--- config.mk ---
export PLATFORM = sky130hd
export DESIGN_NAME = omi_front
export DESIGN_NICKNAME = d
export VERILOG_FILES = /design/src/omi_pkg.sv /design/src/omi_front.sv
export SDC_FILE = /design/constraint.sdc
export NUM_CORES = 1
export LEC_CHECK = 0
export BUFFER_PORTS_ARGS = -buffer_cell sky130_fd_sc_hd__buf_2
export CAP_MARGIN = 10
export CORE_MARGIN = 5
export CORE_UTILIZATION = 40
export CTS_BUF_LIST = sky130_fd_sc_hd__clkbuf_4 sky130_fd_sc_hd__clkbuf_8
export DETAILED_ROUTE_END_ITERATION = 16
export PLACE_DENSITY_LB_ADDON = 0.12
export SLEW_MARGIN = 10
export SYNTH_ARGS = -nofsm -noshare
export SYNTH_HDL_FRONTEND = slang
export SYNTH_SLANG_ARGS = --single-unit
--- constraint.sdc ---
create_clock -name i_clk -period 5.2 [get_ports i_clk]
set_input_delay 0.78 -clock i_clk [delete_from_list [all_inputs] [get_ports i_clk]]
set_output_delay 0.78 -clock i_clk [all_outputs]
set_load 0.02 [all_outputs]
--- src/omi_pkg.sv ---
// Shared types, constants and arithmetic helpers for the mecanum odometry integrator.
`default_nettype none
package omi_pkg;

    localparam int CORDIC_STEPS = 16;
    localparam int ATAN_LEN     = 24;
    localparam int W_CIDX       = $clog2(ATAN_LEN);
    localparam int W_CFG_IDX    = 2;
    localparam int W_CFG_DATA   = 18;

    localparam logic [W_CFG_IDX-1:0] CFG_WHEEL_RADIUS  = 2'd0;
    localparam logic [W_CFG_IDX-1:0] CFG_ANGULAR_RATIO = 2'd1;

    localparam logic [15:0] WHEEL_RADIUS_RST  = 16'd3277;
    localparam logic [17:0] ANGULAR_RATIO_RST = 18'd32768;

    // pi/30 in Q24
    localparam logic [20:0]        RIM_K       = 21'd1756906;
    localparam logic signed [33:0] CORDIC_GAIN = 34'sd652032874;
    localparam logic signed [27:0] PI_Q24      = 28'sd52707179;
    localparam logic signed [27:0] HALF_PI_Q24 = 28'sd26353589;
    localparam logic signed [30:0] PI_Q16      = 31'sd205887;
    localparam logic signed [30:0] TWO_PI_Q16  = 31'sd411775;
    localparam logic signed [48:0] DIV_HALF    = 49'sd500000;
    localparam logic signed [48:0] DIV_D_M1    = 49'sd999999;

    // 1000000 = 64 * 15625: shift out the 64, then reciprocal estimate and fix-up
    localparam logic [13:0] DIV_ODD    = 14'd15625;
    localparam logic [15:0] DIV_ODD_X2 = 16'd31250;
    localparam logic [15:0] DIV_ODD_X3 = 16'd46875;
    // floor(2^40 / 15625)
    localparam logic [26:0] DIV_RECIP  = 27'd70368744;

    typedef enum logic [1:0] {
        OP_UPDATE   = 2'd0,
        OP_SET_POSE = 2'd1,
        OP_CLEAR    = 2'd2,
        OP_NONE     = 2'd3
    } t_op;

    typedef struct packed {
        t_op                kind;
        logic signed [15:0] rpm0;
        logic signed [15:0] rpm1;
        logic signed [15:0] rpm2;
        logic signed [15:0] rpm3;
        logic [19:0]        dt;
        logic signed [31:0] set_x;
        logic signed [31:0] set_y;
        logic signed [19:0] set_theta;
    } t_item;

    typedef enum logic [3:0] {
        ST_IDLE,
        ST_MUL_R,
        ST_MUL_K,
        ST_VEL,
        ST_OMEGA,
        ST_CORDIC,
        ST_ROT,
        ST_SUM,
        ST_DT,
        ST_DIV_SET,
        ST_DIV_MUL,
        ST_DIV_REM,
        ST_DIV_FIX,
        ST_UPDATE
    } t_state;

    function automatic logic signed [27:0] atan_q24(input logic [W_CIDX-1:0] idx);
        logic signed [27:0] v;
        case (idx)
            5'd0:    v = 28'sd13176795;
            5'd1:    v = 28'sd7778716;
            5'd2:    v = 28'sd4110060;
            5'd3:    v = 28'sd2086331;
            5'd4:    v = 28'sd1047214;
            5'd5:    v = 28'sd524117;
            5'd6:    v = 28'sd262123;
            5'd7:    v = 28'sd131069;
            5'd8:    v = 28'sd65536;
            5'd9:    v = 28'sd32768;
            5'd10:   v = 28'sd16384;
            5'd11:   v = 28'sd8192;
            5'd12:   v = 28'sd4096;
            5'd13:   v = 28'sd2048;
            5'd14:   v = 28'sd1024;
            5'd15:   v = 28'sd512;
            5'd16:   v = 28'sd256;
            5'd17:   v = 28'sd128;
            5'd18:   v = 28'sd64;
            5'd19:   v = 28'sd32;
            5'd20:   v = 28'sd16;
            5'd21:   v = 28'sd8;
            5'd22:   v = 28'sd4;
            5'd23:   v = 28'sd2;
            default: v = 28'sd0;
        endcase
        return v;
    endfunction

    // one wrap by 2*pi, then clamp
    function automatic logic signed [18:0] wrap_heading(input logic signed [30:0] a);
        logic signed [30:0] t;
        t = a;
        if (t > PI_Q16) begin
            t = t - TWO_PI_Q16;
        end else if (t < -PI_Q16) begin
            t = t + TWO_PI_Q16;
        end
        if (t > PI_Q16) begin
            t = PI_Q16;
        end
        if (t < -PI_Q16) begin
            t = -PI_Q16;
        end
        return t[18:0];
    endfunction

    function automatic logic signed [23:0] sat_24(input logic signed [56:0] v);
        logic signed [23:0] r;
        if (v > 57'sd8388607) begin
            r = 24'sh7FFFFF;
        end else if (v < -57'sd8388608) begin
            r = 24'sh800000;
        end else begin
            r = v[23:0];
        end
        return r;
    endfunction

    function automatic logic signed [31:0] sat_32(input logic signed [32:0] v);
        logic signed [31:0] r;
        if (v > 33'sd2147483647) begin
            r = 32'sh7FFFFFFF;
        end else if (v < -33'sd2147483648) begin
            r = 32'sh80000000;
        end else begin
            r = v[31:0];
        end
        return r;
    endfunction

endpackage
`default_nettype wire

--- src/omi_front.sv ---
// Input side: takes stream transactions, classifies the op and queues the items.
`default_nettype none
module omi_front
    import omi_pkg::*;
(
    input  wire logic         i_clk,
    input  wire logic         i_rst_n,
    input  wire logic         i_s_axis_tvalid,
    output logic              o_s_axis_tready,
    input  wire logic [167:0] i_s_axis_tdata,
    input  wire logic [1:0]   i_s_axis_tuser,
    output logic              o_q_valid,
    output t_item             o_q_item,
    input  wire logic         i_q_pop
);

    t_item      r_mem [2];
    logic       r_wr_ptr, r_rd_ptr;
    logic [1:0] r_count;
    t_item      w_item;
    logic       w_push;

    always_comb begin
        w_item.kind      = t_op'(i_s_axis_tuser);
        w_item.rpm0      = i_s_axis_tdata[15:0];
        w_item.rpm1      = i_s_axis_tdata[31:16];
        w_item.rpm2      = i_s_axis_tdata[47:32];
        w_item.rpm3      = i_s_axis_tdata[63:48];
        w_item.dt        = i_s_axis_tdata[83:64];
        w_item.set_x     = i_s_axis_tdata[115:84];
        w_item.set_y     = i_s_axis_tdata[147:116];
        w_item.set_theta = i_s_axis_tdata[167:148];
    end

    assign o_s_axis_tready = (r_count != 2'd2);
    assign w_push          = i_s_axis_tvalid && o_s_axis_tready;
    assign o_q_valid       = (r_count != 2'd0);
    assign o_q_item        = r_mem[r_rd_ptr];

    always_ff @(posedge i_clk) begin
        if (w_push) begin
            r_mem[r_wr_ptr] <= w_item;
        end
    end

    always_ff @(posedge i_clk) begin
        if (!i_rst_n) begin
            r_wr_ptr <= 1'b0;
            r_rd_ptr <= 1'b0;
            r_count  <= 2'd0;
        end else begin
            if (w_push) begin
                r_wr_ptr <= ~r_wr_ptr;
            end
            if (i_q_pop) begin
                r_rd_ptr <= ~r_rd_ptr;
            end
            r_count <= r_count + {1'b0, w_push} - {1'b0, i_q_pop};
        end
    end

endmodule
`default_nettype wire

==> qor.txt <==
r2r setup slk - 2750 ps
Final Hold Fails - 0
first-pass GRT wire length - 40.6 mm
core area - 31700 sq um
clock sink count - 345
FILL cells - 2644
status - completed
Crit Path Class - reg -> out
Die Y - 190 um
unrepaired setup endpoints after global routing - no
R2R Path Start - r_count[0]$_SDFF_PN0_
via count of the routed design - 6530
clock transition at the registers of the reported paths - 60 ps
pin count of the biggest net entering global routing - 87
area leader, netlist - edfxtp_1
dpl cell area - 15100 sq um
crit-path max FO - 57
Clock Skews - 16.9 ps
post-layout util - 51.1%
FF+latch count, synth - 345
fin crit share - 65.5%
Final Slew Violations - 0
Pwr Total - 6.68 mW
Final setup violation count - 0
Worst Hold Class - in -> reg
grt total ovfl - 0
sequential fraction of the synthesis area - 79.7%
proportion of netlist area held by the largest area contributor - 78.9%
number of CTS-inserted buffers - 57
top post-synthesis cells by area - edfxtp_1 79%, mux2_4 12%, mux2_2 6.1%
area delta synth->final - 25.3%
Syn Area/Cell - 23.2 sq um
synth warn - 0
CTS max path bufs - 3
Hold Path End - r_mem[0][125]$_DFFE_PP_
Leak - 6.29 nW
Reg2Reg Depth - 4
Post-synth EDFFs - 340
Core Rows - 65
FMAX - 293 MHz
antenna viol nets, final - 0
global-route usage over all layers - 14.4%
DRT Pass-1 Iters - 4
Arr. time, crit path - 2630 ps
count leader, synth - edfxtp_1
Critical Path End Type - output port
Peak supply drop - 259 uV
H-tree depth - 2
MaxCap Viol Count - 0
gate count after technology mapping - 557
DR WL/cell - 19.5 um
DP Cell Count - 1291
Die W - 190 um
CTS tree - yes
Setup Fix Bufs, Post-CTS - 0
Final TNS setup - 0 ps
# resized after CTS - 0
vias in the first global route - 7041
FF-to-FF End - r_mem[0][69]$_DFFE_PP_
Hold Path Origin - i_s_axis_tdata[37]
Root Buffer - clkbuf_8
Final Non-Filler Cells - 1397
Hold Buf Count CTS - 0
minimum clock period - 3410 ps
Hold Path Cell Cnt - 1
DP Wirelength - 17.8 mm
Clock Latency Late Sink - 560 ps
Post-synth ARST share - 0%
Worst slew margin - 29.4%
top post-synthesis cells by count - 340 x edfxtp_1, 100 x mux2_4, 70 x mux2_2
DRC - 0
Power per Cell Area - 412 nW/um^2
fraction of layout cells with a size suffix above 1 - 62.0%
Mapped Area - 12900 sq um
effective utilization at floorplan - 40.8%
Nets - 1123
I/O pin total - 346
Synthesized Nets - 732
final wirelength - 27.2 mm
Synth Flop Type - edfxtp_1
initial antenna violation count - 6
Iteration-0 DRC Markers - 307
vias per cell - 4.67
die area - 36000 sq um
library cells used by synthesis - 24
PortBufs - 345
post-route cell area - 16200 sq um
Critical Path RT - 4420 ps
gp weighted congestion - 0.753
worst slew pin tran - 1060 ps
CP startpoint kind - flip-flop
kinds of logic after synthesis:
group / count (synthesis) / share of synthesized area, %
compound gates: 5 / 0.348
xor+xnor: 2 / 0.135
fa+ha+maj: 1 / 0.0967
buf+inv: 21 / 1.37
flops: 345 / 79.7
mux: 171 / 17.8
simple gates: 12 / 0.571
routing by layer:
metal,track usage (%),vias up,part of all wire [%]
met5,0,-,0.24
met4,3.84,12,1.8
met3,6.35,49,10
met2,23.3,269,47
met1,17.8,3179,41
li1,-,3021,-
through the flow:
step	hold WS [ps]	setup slack, ps
floorplan	528	517
global placement	561	2340
detailed placement	560	2300
CTS	341	1670
global route	347	1610
finish	394	1790
cell usage in the layout (no fill, tap or decap), types with 2 or more instances in the layout:
cell / Yosys / final
and2_1: 3 / 3
buf_12: 0 / 4
buf_2: 7 / 345
buf_4: 0 / 2
clkbuf_4: 0 / 19
clkbuf_8: 0 / 59
clkinv_1: 0 / 16
clkinv_2: 0 / 8
clkinvlp_4: 0 / 2
dfxtp_1: 5 / 4
edfxtp_1: 340 / 340
mux2_2: 70 / 70
mux2_4: 100 / 100
nand2_1: 2 / 2
nand3b_1: 2 / 2
critical path, stage by stage, from the launching register on:
cell	delay (ps)
dfxtp_4	1000
buf_12	350
mux2_2	400
buf_2	160
flip-flops by register name, summed over array words and instances, names as in the netlist, named ones only:
register and cells:
r_rd_ptr 1, r_wr_ptr 1, r_count 2, r_mem 340
power by group:
part,leakage [nW],internal [mW],switching [mW]
Sequential,3.22,3.34,0.0770
Clock,0.582,1.24,1.02
Combinational,2.49,0.423,0.589
Total,6.29,4.99,1.69
worst max-delay path by stage:
stage               cells past startpoint               endpoint  slack, ps
floorplan                               2  r_mem[0][0]$_DFFE_PP_        520
global placement                        3           o_q_item[20]       2340
detailed placement                      3           o_q_item[21]       2300
CTS                                     3           o_q_item[21]       1670
global route                            3           o_q_item[28]       1610
finish                                  3           o_q_item[42]       1790
area by class of cell:
cell class              instances  area [sq um]  area share, %
flip-flops and latches        345         10300           63.6
multi-input cells             191          2450           15.1
repair buffers                351          1820           11.2
clock buffers                  78           955           5.89
well taps                     402           503           3.10
clock inverters                27           145          0.896
inverters                       2          12.5         0.0772
diodes                          1          2.50         0.0154
Power figures use the tool's default switching activity.
